===== config.mk =====
export PLATFORM = sky130hd
export DESIGN_NAME = lir_div
export DESIGN_NICKNAME = d
export VERILOG_FILES = /design/src/design/lir_pkg.sv /design/src/design/lir_div.sv
export SDC_FILE = /design/constraint.sdc
export NUM_CORES = 1
export LEC_CHECK = 0
export ABC_CLOCK_PERIOD_IN_PS = 2100
export BUFFER_PORTS_ARGS = -buffer_cell sky130_fd_sc_hd__clkbuf_2
export CORE_MARGIN = 2
export CORE_UTILIZATION = 49
export DETAILED_ROUTE_END_ITERATION = 8
export PLACE_DENSITY_LB_ADDON = 0.08
export SLEW_MARGIN = 20
export SYNTH_ARGS = -nofsm -noshare
export SYNTH_HDL_FRONTEND = slang
export SYNTH_SLANG_ARGS = --single-unit

===== constraint.sdc =====
create_clock -name clk -period 2.1 [get_ports clk]
set_clock_uncertainty 0.2 [all_clocks]
set_input_delay 0.315 -clock clk [delete_from_list [all_inputs] [get_ports clk]]
set_output_delay 0.315 -clock clk [all_outputs]
set_load 0.02 [all_outputs]

===== src/design/lir_pkg.sv =====
`timescale 1ns / 1ps

package lir_pkg;

  typedef enum logic [1:0] {
    ST_LOAD,
    ST_DIVIDE,
    ST_ISSUE,
    ST_WAIT
  } lir_state_t;

  // register select, taken from paddr[2]
  localparam logic REG_IN_LENGTH  = 1'b0;
  localparam logic REG_OUT_LENGTH = 1'b1;

  localparam int SAMPLE_W = 16;
  localparam int FRAC_W   = 16;
  localparam int INDEX_W  = 6;
  localparam int IN_LEN_W  = 9;
  localparam int OUT_LEN_W = 7;

  typedef struct packed {
    logic                vld;
    logic                last;
    logic [INDEX_W-1:0]  idx;
    logic [FRAC_W-1:0]   frac;
  } calc_req_t;

  typedef struct packed {
    logic                vld;
    logic                last;
    logic [INDEX_W-1:0]  idx;
    logic [SAMPLE_W-1:0] value;
  } calc_res_t;

endpackage


===== src/design/lir_div.sv =====
`timescale 1ns / 1ps

module lir_div #(
  parameter int INW = 9
) (
  input  logic                        clk,
  input  logic                        rst,
  input  logic                        start,
  input  logic [INW-1:0]              n_in,
  input  logic [lir_pkg::OUT_LEN_W-1:0] n_out,
  output logic                        done,
  output logic [INW+lir_pkg::FRAC_W-1:0] quotient
);

  localparam int QW   = INW + lir_pkg::FRAC_W;
  localparam int DW   = lir_pkg::OUT_LEN_W;
  localparam int CNTW = $clog2(QW + 1);

  logic            busy;
  logic [CNTW-1:0] cnt;
  logic [DW-1:0]   rem;
  logic [DW-1:0]   divisor;
  logic [DW:0]     trial;
  logic [DW:0]     diff;
  logic            qbit;

  // restoring division, one quotient bit per cycle
  assign trial = {rem, quotient[QW-1]};
  assign qbit  = (trial >= {1'b0, divisor});
  assign diff  = trial - {1'b0, divisor};

  always_ff @(posedge clk) begin
    if (rst) begin
      busy <= 1'b0;
      done <= 1'b0;
      cnt  <= '0;
    end else begin
      done <= 1'b0;
      if (start) begin
        busy <= 1'b1;
        cnt  <= CNTW'(QW);
      end else if (busy) begin
        cnt <= cnt - 1'b1;
        if (cnt == CNTW'(1)) begin
          busy <= 1'b0;
          done <= 1'b1;
        end
      end
    end
  end

  always_ff @(posedge clk) begin
    if (start) begin
      quotient <= {n_in, {lir_pkg::FRAC_W{1'b0}}};
      rem      <= '0;
      divisor  <= n_out;
    end else if (busy) begin
      quotient <= {quotient[QW-2:0], qbit};
      rem      <= qbit ? diff[DW-1:0] : trial[DW-1:0];
    end
  end

endmodule


==> results by group, run 1 <==
Clock tree
  – Worst-Skew Late Latency: between 200 and 300 ps
  – Total clock sinks: 46
  – CTS Root Cell: clkbuf_8
  – CTS tree: yes
  – Clock Pin Slew Worst Setup and Hold Paths: about 80 ps
  – Worst-case clock buffer depth: 2
  – Cts bufs inserted: 5
  – H-Tree Depth: 2

Worst setup path
  – RR Startpoint: divisor[0]
  – Kind of critical path: reg2reg
  – CP startpoint kind: register
  – Register-to-register setup slack: -80 ps
  – R2r worst-path depth: 8
  – Critical path fanouts, max: 5
  – Setup crit start: divisor[0]
  – CP Capture Point: quotient[0]
  – Endpoint class of the critical path: register
  – Worst R2R End: quotient[0]
  – Worst endpoint data arrival time: between 2000 and 2500 ps
  – Req. time, crit path: between 2000 and 2500 ps

Min path
  – Min-Delay Path Class: in2reg
  – Hold Path Depth: 2

Timing
  – RSZ-0062 raised after global routing: yes
  – Hold Fails Final Rpt: 0
  – Slew @ Worst Pin: around 390 ps
  – Max Slew Vio Count: 0
  – Hold slack: around 85 ps
  – Final min period: roughly 2200 ps
  – Final period utilization: 104%
  – Final setup margin: -83.4 ps
  – Fmax: 0.458 GHz
  – Final setup violation count: 8
  – Relative slew slack: 74.2%

Synth
  – Sequential fraction of the synthesis area: roughly half
  – Area of the mapped netlist: roughly 2100 um2
  – Largest cells by area after synthesis: dfxtp_1, edfxtp_1, mux2i_1, ha_1, nor2_1
  – Number of synthesized register bits: 46
  – Synth Net Count: 240
  – Share of the synthesized area in the top cell type: between 20% and 30%
  – Top_reg_cell synth: dfxtp_1
  – Mapped Avg Cell Area: roughly 10 um2
  – Synth warn: 0
  – Post-Syn Instances: ~210
  – Leading area contributor after synthesis: dfxtp_1
  – FFs w/ async S/R, synth: 0%
  – Number of synthesized flops with an enable pin: 16
  – Yosys cell types: 40

GRT
  – Largest net degree at the start of global routing: 24
  – Total gr overflow: 0
  – GRT Util Overall: 18.5%
  – Vias in the first global route: around 1600
  – Initial antenna violation count: 0
  – Global-route wire length before repair: 7210 um

Finish
  – Sequential cell area: roughly 1100 um2
  – Multi-input logic area: 1020 um2
  – Share of cells above drive strength 1: between 30% and 40%
  – Nets: between 300 and 400
  – Most frequent cells in the layout: clkbuf_2, nor2_1, dfxtp_1, buf_4
  – Diode count: 0
  – Fillers: approximately 360
  – Area Overhead vs Synth: 29.9%
  – Commonest non-fill, non-tap cell in the layout: clkbuf_2

Power and ir drop
  – Pwr per Cell Area: 666 nW/um2
  – Static Leak: about 1.2 nW
  – Maximum vdd drop: approximately 0.4 mV

Place
  – Dpl ws: -129 ps
  – Port bufs: 44
  – Detail Placement HPWL: approximately 3000 um
  – GP Congestion: 0.782

Floorplan
  – Die area: ~4900 um2
  – Boundary Pins: 45
  – Die H: ~70 um
  – Rows: 24
  – Die Span X: 70.2 um
  – Core area: around 4300 um2
  – Initial Utilization: about 50%

Routing
  – Number of remaining DRC errors: 0
  – Vias: about 1700
  – Routed length on met1: between 2000 and 2500 um
  – Met2 WL: around 2100 um
  – Number of DRC markers in iteration 0: roughly 100
  – Final wirelength: ~4400 um
  – Post-route ant nets: 0
  – WL per Instance: between 10 and 15 um
  – Routed vias/inst: 5.08
  – First-pass DRT Iterations: 4
  – Detail Route met3 WL: 140 um
  – Highest metal used: met4

Flow run
  – Max Cap Viol: 0

Status
  – Status: finished, violations left
  – Failing checks: setup timing
-- metal layers --
layer,vias up,track usage [%]
li1,883,-
met1,788,23.6
met2,26,30.9
met3,5,4.04
met4,0,6.41
met5,-,0
-- logic make-up (layout without fill, tap and decap cells) --
group	count (synthesis)	after routing	synth area share, %
XOR/XNOR	6	6	2.45
flip-flops	46	46	50.3
AO/OA/AOI/OAI	39	39	13.5
AND/OR/NAND/NOR	66	66	14.2
adder cells (fa/ha/maj)	10	10	6.17
buffers and inverters	27	99	5.47
multiplexers	17	17	7.98
-- where the power goes --
group          leakage [nW]  internal (W)  switching, W
registers             0.407      0.000969     0.0000289
clock network        0.0395      0.000237      0.000274
logic                 0.800      0.000169      0.000182
-- flip-flops by register name, indices dropped and copies added (netlist names) --
signal	count
busy	1
cnt	5
divisor	7
done	1
quotient	25
rem	7
-- final cells by class --
class | instances | share of cell area, %
tap | 52 | 2.33
multi-input combinational | 138 | 36.7
timing repair buffer | 76 | 17.4
clock buffer | 8 | 2.87
inverter | 15 | 2.02
sequential | 46 | 38.7
-- Yosys cell counts, types with 3 or more instances --
cell	n
buf_1	3
a22o_1	8
xor2_1	6
o211ai_1	7
a21oi_1	6
clkbuf_1	6
o21ai_0	7
nor3_1	4
ha_1	9
nor2_1	30
mux2i_1	16
inv_1	15
nand2b_1	3
dfxtp_1	30
nand2_1	16
edfxtp_1	16
-- worst min-delay path by stage --
stage,from,end,slack [ps]
2_1_floorplan,rst,busy,190
3_3_place_gp,rem[6],rem[6],260
3_5_place_dp,rem[6],rem[6],260
4_1_cts,n_out[6],divisor[6],0.3
5_1_grt,rst,cnt[0],100
6_report,rst,cnt[3],90
-- through the flow --
stage          utilization [%]  instance area (um2)  cells  TNS (ps)  total power, W
2_1_floorplan                -                 2160    211     -1230         0.00121
4_1_cts                   63.2                 2710    332      -331         0.00185
5_1_grt                   65.0                 2790    335     -1170         0.00196
6_report                  65.0                 2790    335      -518         0.00186
3_5_place_dp              58.9                 2530    314      -556         0.00132
3_3_place_gp              58.9                 2530    314      -317         0.00132
-- worst max-delay path, stage by stage, from the launching register on --
cell      delay [ps]
edfxtp_1         410
ha_4             180
fa_2             360
nand2b_4         180
a21oi_4          170
o211a_4          200
buf_4            130
nor2_1            60
a211oi_1         210
-- repair_timing --
action / 4_1_cts / 5_1_grt
setup buffers: 4 / 3
endpoints found under the setup margin: 8 / 8
hold buffers: 6 / 1
gates cloned: 0 / 0
resized for setup: 5 / 9
endpoints found under the hold margin: 6 / 1
pin swaps: 6 / 8
No activity file was read; power rests on OpenSTA's default activity.
==> run 2, diff against run 1 <==
--- a/config.mk
+++ b/config.mk
@@ -5,10 +5,12 @@
 export SDC_FILE = /design/constraint.sdc
 export NUM_CORES = 1
 export LEC_CHECK = 0
-export ABC_CLOCK_PERIOD_IN_PS = 2100
+export ABC_CLOCK_PERIOD_IN_PS = 2000
 export BUFFER_PORTS_ARGS = -buffer_cell sky130_fd_sc_hd__clkbuf_2
+export CELL_PAD_IN_SITES_DETAIL_PLACEMENT = 0
+export CELL_PAD_IN_SITES_GLOBAL_PLACEMENT = 1
 export CORE_MARGIN = 2
-export CORE_UTILIZATION = 49
+export CORE_UTILIZATION = 37
 export DETAILED_ROUTE_END_ITERATION = 8
 export PLACE_DENSITY_LB_ADDON = 0.08
 export SLEW_MARGIN = 20
==> constraint.sdc (replaced) <==
create_clock -name clk -period 2 [get_ports clk]
set_clock_uncertainty 0.2 [all_clocks]
set_input_delay 0.3 -clock clk [delete_from_list [all_inputs] [get_ports clk]]
set_output_delay 0.3 -clock clk [all_outputs]
set_load 0.02 [all_outputs]
==> run 2 against run 1 <==
The run still ends with setup timing left; maximum frequency fell by 0.12%; critical path depth did not move; via count rose by 2.5%; total power increased by 6.6%; count of clock-buffer cells in the layout down 3; largest cell class unchanged; highest routed layer unchanged.
==> results by group, run 2 (same netlist as run 1, synthesis figures left out) <==
Routing
  – Number of DRC markers in iteration 0: slightly below 60
  – First-pass DRT Iterations: 4
  – Routed vias/inst: between 4 and 5
  – Final wirelength: around 4800 um
  – Number of remaining DRC errors: 0
  – Vias: 1744
  – WL per Instance: 13.1 um
  – Post-route ant nets: 0

Place
  – GP Congestion: around 0.76
  – Port bufs: 44
  – Detail Placement HPWL: between 3000 and 4000 um
  – Placed instance area: 2640 um2
  – Inst Count DP: about 350
  – Dpl ws: -223 ps

Floorplan
  – Die H: 80.2 um
  – Boundary Pins: 45
  – Core area: ~5600 um2
  – Die area: between 6000 and 7000 um2
  – Rows: 27
  – Initial Utilization: approximately two fifths
  – Die Span X: ~80 um

Timing
  – Hold Fails Final Rpt: 0
  – Slew @ Worst Pin: 374 ps
  – Final min period: 2190 ps
  – Final setup violation count: 8
  – Final period utilization: 109%
  – Fmax: about 0.46 GHz
  – Final setup margin: -186 ps
  – Max Slew Vio Count: 0
  – RSZ-0062 raised after global routing: yes
  – Hold slack: around 61 ps
  – Relative slew slack: around 75%

Worst setup path
  – Kind of critical path: reg2reg
  – R2r worst-path depth: 8
  – RR Startpoint: quotient[24]
  – CP startpoint kind: register
  – Critical path fanouts, max: 5
  – Endpoint class of the critical path: register
  – Worst endpoint data arrival time: between 2000 and 2500 ps
  – Register-to-register setup slack: -190 ps
  – Worst R2R End: rem[2]
  – Req. time, crit path: 1990 ps

Finish
  – Biggest regs: quotient x25, divisor x7, rem x7
  – Commonest non-fill, non-tap cell in the layout: clkbuf_2
  – Share of cells above drive strength 1: 34.7%
  – Final instance area: ~2900 um2
  – Post-Layout Cell Count: around 360
  – Largest register FFs: 25
  – Diode count: 0
  – Top reg by flops: quotient
  – Area Overhead vs Synth: 34.1%
  – Fillers: 540
  – Nets: 319
  – Most frequent cells in the layout: clkbuf_2, buf_4, dfxtp_1, nor2_1

Power and ir drop
  – Pwr per Cell Area: roughly 700 nW/um2
  – Sw Pwr: ~0.00054 W
  – Logic pwr share: between 10% and 20%
  – Sequential power share: 52.8%
  – Overall power: slightly below 0.002 W
  – Clock network power share: 28.1%
  – Switching share of power: 27.3%
  – Int Power: around 0.0014 W
  – Static Leak: roughly 1.3 nW
  – Maximum vdd drop: about 0.36 mV

Clock tree
  – Worst-Skew Late Latency: 290 ps
  – H-Tree Depth: 2
  – Worst-case clock buffer depth: 2
  – CTS Root Cell: clkbuf_8
  – Clock Pin Slew Worst Setup and Hold Paths: roughly 90 ps
  – CTS tree: yes
  – Total clock sinks: 46
  – Cts bufs inserted: 5

Status
  – Status: finished, violations left
  – Failing checks: setup timing

Min path
  – WHS Endpoint: cnt[0]
  – Min-Delay Path Class: in2reg
  – Worst hold start: rst
  – Hold Path Depth: 2

GRT
  – Global-route wire length before repair: slightly below 8000 um
  – Largest net degree at the start of global routing: 19
  – GRT Util Overall: about 15%
  – Vias in the first global route: between 1500 and 2000
  – Total gr overflow: 0
  – Initial antenna violation count: 0

Flow run
  – Max Cap Viol: 0
==> run 2: how the worst max path moves through the flow <==
stage,from,endpoint,depth (start not counted)
finish,quotient[24],rem[2],8
global route,quotient[24],rem[2],8
CTS,divisor[0],rem[2],8
detailed placement,quotient[24],rem[2],8
global placement,divisor[0],rem[6],7
floorplan,quotient[24],rem[2],10
==> run 2: cell type report <==
class                      instances  area (um2)  share of cell area [%]
clock buffer                       5        68.8                    2.39
clock inverter                     3        16.3                   0.565
inverter                          15        56.3                    1.95
multi-input combinational        138        1030                    35.6
sequential                        46        1080                    37.5
tap                               72        90.1                    3.13
timing repair buffer              84         542                    18.8
==> run 2: repair_timing <==
item	in CTS	in global routing
pin swaps	6	3
hold endpoints to repair	7	0
setup buffers	0	3
hold buffers	7	0
setup endpoints to repair	8	8
gates resized for setup	3	11
==> run 2: worst max-delay path, stage by stage, from the launching register on <==
cell and delay (ps):
edfxtp_1 400, inv_1 70, ha_2 180, fa_2 210, nand2b_4 150, a21oi_4 60
o211a_1 250, or2_4 280, a221o_1 290
==> run 2: layer usage <==
metal / share of wire, % / vias up / wire (um) / global-route usage, %
met5: 0 / - / 0 / 0
met1: 46 / 816 / 2190 / 20.2
li1: - / 893 / - / -
met2: 51 / 31 / 2410 / 25.9
met4: 0.57 / 0 / 27 / 4.41
met3: 3.0 / 4 / 143 / 3.15
==> run 2: power by group through the flow <==
stage	logic [W]	registers [W]	clock network (W)
floorplan	0.000186	0.00109	0
global placement	0.000341	0.00107	0
detailed placement	0.000339	0.00107	0
CTS	0.000355	0.00105	0.000580
global route	0.000419	0.00105	0.000621
finish	0.000379	0.00105	0.000557
==> run 2: metrics by stage <==
| stage | util, % | TNS, ps |
|---|---|---|
| 4_1_cts | 50.2 | -1010 |
| 2_1_floorplan | - | -2030 |
| 3_5_place_dp | 47.3 | -1240 |
| 3_3_place_gp | 47.3 | -817 |
| 5_1_grt | 51.7 | -2060 |
| 6_report | 51.7 | -1100 |
==> run 3, diff against run 2 <==
--- a/config.mk
+++ b/config.mk
@@ -12,7 +12,7 @@
 export CORE_MARGIN = 2
 export CORE_UTILIZATION = 37
 export DETAILED_ROUTE_END_ITERATION = 8
-export PLACE_DENSITY_LB_ADDON = 0.08
+export PLACE_DENSITY_LB_ADDON = 0.1
 export SLEW_MARGIN = 20
 export SYNTH_ARGS = -nofsm -noshare
 export SYNTH_HDL_FRONTEND = slang
==> run 3 against run 2 <==
The flow still finishes with violations (setup timing); maximum frequency down 0.71%; sequential power about the same; total power increased by 5.1%; highest routed layer unchanged; critical endpoint unchanged.
==> results by group, run 3 (same netlist as run 1, synthesis figures left out) <==
Timing
  – Final min period: roughly 2200 ps
  – Final setup margin: -202 ps
  – Slew @ Worst Pin: approximately 380 ps
  – Max Slew Vio Count: 0
  – Hold Fails Final Rpt: 0
  – Setup_tns: -914 ps
  – RSZ-0062 raised after global routing: yes
  – Relative slew slack: between 70% and 80%
  – Final period utilization: 110%
  – Final setup violation count: 8
  – Fmax: 0.454 GHz

GRT
  – Global-route wire length before repair: roughly 7600 um
  – GRT Util Overall: between 10% and 20%
  – Total gr overflow: 0
  – GRT Max-Usage Layer: met2
  – Initial antenna violation count: 0
  – Largest net degree at the start of global routing: 24
  – Met3 usage: under 10%
  – Met1 usage: between 10% and 20%
  – Vias in the first global route: ~1700
  – Met2 usage: 24.8%

Clock tree
  – Clock Pin Slew Worst Setup and Hold Paths: ~90 ps
  – Cts bufs inserted: 5
  – Worst-Skew Late Latency: roughly 300 ps
  – H-Tree Depth: 2
  – Post-CTS Setup Inserts: 0
  – CTS tree: yes
  – CTS Root Cell: clkbuf_8
  – Total clock sinks: 46
  – Worst-case clock buffer depth: 2

Worst setup path
  – Register-to-register setup slack: -200 ps
  – CP startpoint kind: register
  – Setup crit start: quotient[24]
  – CP Capture Point: rem[2]
  – R2r worst-path depth: 8
  – Critical path fanouts, max: 7
  – RR Startpoint: quotient[24]
  – Worst R2R End: rem[2]
  – Kind of critical path: reg2reg
  – Endpoint class of the critical path: register
  – Worst endpoint data arrival time: approximately 2200 ps
  – Req. time, crit path: between 1500 and 2000 ps

Place
  – GP Congestion: between 0.7 and 0.8
  – Detail Placement HPWL: ~3300 um
  – Inst Count DP: approximately 340
  – Port bufs: 44

Finish
  – Diode count: 0
  – Largest register FFs: 25
  – Most frequent cells in the layout: clkbuf_2, nor2_1, dfxtp_1, buf_4
  – Biggest regs: quotient x25, divisor x7, rem x7
  – Post-Layout Cell Count: roughly 360
  – Top reg by flops: quotient
  – Nets: about 310
  – Commonest non-fill, non-tap cell in the layout: clkbuf_2
  – Area Overhead vs Synth: 31.3%
  – Fillers: 560
  – Share of cells above drive strength 1: a little under a third

Routing
  – Number of remaining DRC errors: 0
  – WL per Instance: ~13 um
  – Vias: 1724
  – First-pass DRT Iterations: 6
  – Post-route ant nets: 0
  – Final wirelength: between 4000 and 5000 um
  – Number of DRC markers in iteration 0: 72
  – Routed vias/inst: about 4.8

Floorplan
  – Core area: ~5600 um2
  – Rows: 27
  – Initial Utilization: just under 40%
  – Die Span X: ~80 um
  – Boundary Pins: between 40 and 50
  – Die H: between 80 and 90 um
  – Die area: roughly 6400 um2

Status
  – Failing checks: setup timing
  – Status: finished, violations left

Power and ir drop
  – Static Leak: between 1 and 1.5 nW
  – Maximum vdd drop: 0.430 mV
  – Overall power: about 0.0021 W
  – Pwr per Cell Area: roughly 740 nW/um2

Min path
  – Min-Delay Path Class: in2reg

Flow run
  – Max Cap Viol: 0
## run 3: how the worst min path moves through the flow
| stage | startpoint | to | slack [ps] | depth (start not counted) |
|---|---|---|---|---|
| 2_1_floorplan | rst | busy | 170 | 1 |
| 3_3_place_gp | rem[6] | rem[6] | 250 | 2 |
| 3_5_place_dp | rem[6] | rem[6] | 250 | 2 |
| 4_1_cts | rst | cnt[3] | 60 | 2 |
| 5_1_grt | rst | busy | 70 | 2 |
| 6_report | n_in[0] | quotient[16] | 70 | 3 |
## run 3: final cells by class
cell class	count	area, um2	share of cell area (%)
Timing Repair Buffer	78	497	17.6
Clock buffer	6	72.6	2.57
Multi-Input combinational cell	138	988	35.0
Clock inverter	2	36.3	1.29
Tap cell	72	90.1	3.19
Inverter	15	56.3	2.00
Sequential cell	46	1080	38.3
## run 3: per-stage QoR
stage | setup WS (ps) | instance area [um2] | hold slack (ps) | utilization (%)
after global placement | -173 | 2610 | 253 | 46.9
after detailed placement | -225 | 2610 | 252 | 46.9
after CTS | -182 | 2800 | 58.0 | 50.3
final | -202 | 2820 | 74.1 | 50.6
after global routing | -261 | 2820 | 71.6 | 50.6
after floorplan | -392 | 2160 | 172 | -
## run 3: per-layer routing
metal | share of wire (%) | vias up
li1 | - | 888
met1 | 47 | 800
met2 | 48 | 27
met3 | 3.6 | 9
met4 | 2.2 | 0
met5 | 0 | -
## run 3: worst max-delay path, cell delays in order, from the launching register on
cell and delay (ps):
edfxtp_1 400, inv_1 70, ha_2 180, fa_2 200, nand2b_4 150, a21oi_4 60, o211a_1 260, or2_4 280
a221o_1 300
## run 3: repair_timing
action,4_1_cts,5_1_grt
hold buffers,7,0
endpoints found under the hold margin,7,0
gates resized for setup,3,3
endpoints found under the setup margin,8,8
pin swaps,2,4
## run 3: where the power goes
group | switching, W | internal, W
Combinational | 0.000184 | 0.000169
Sequential | 0.0000292 | 0.00102
Clock | 0.000311 | 0.000374
Total | 0.000523 | 0.00156
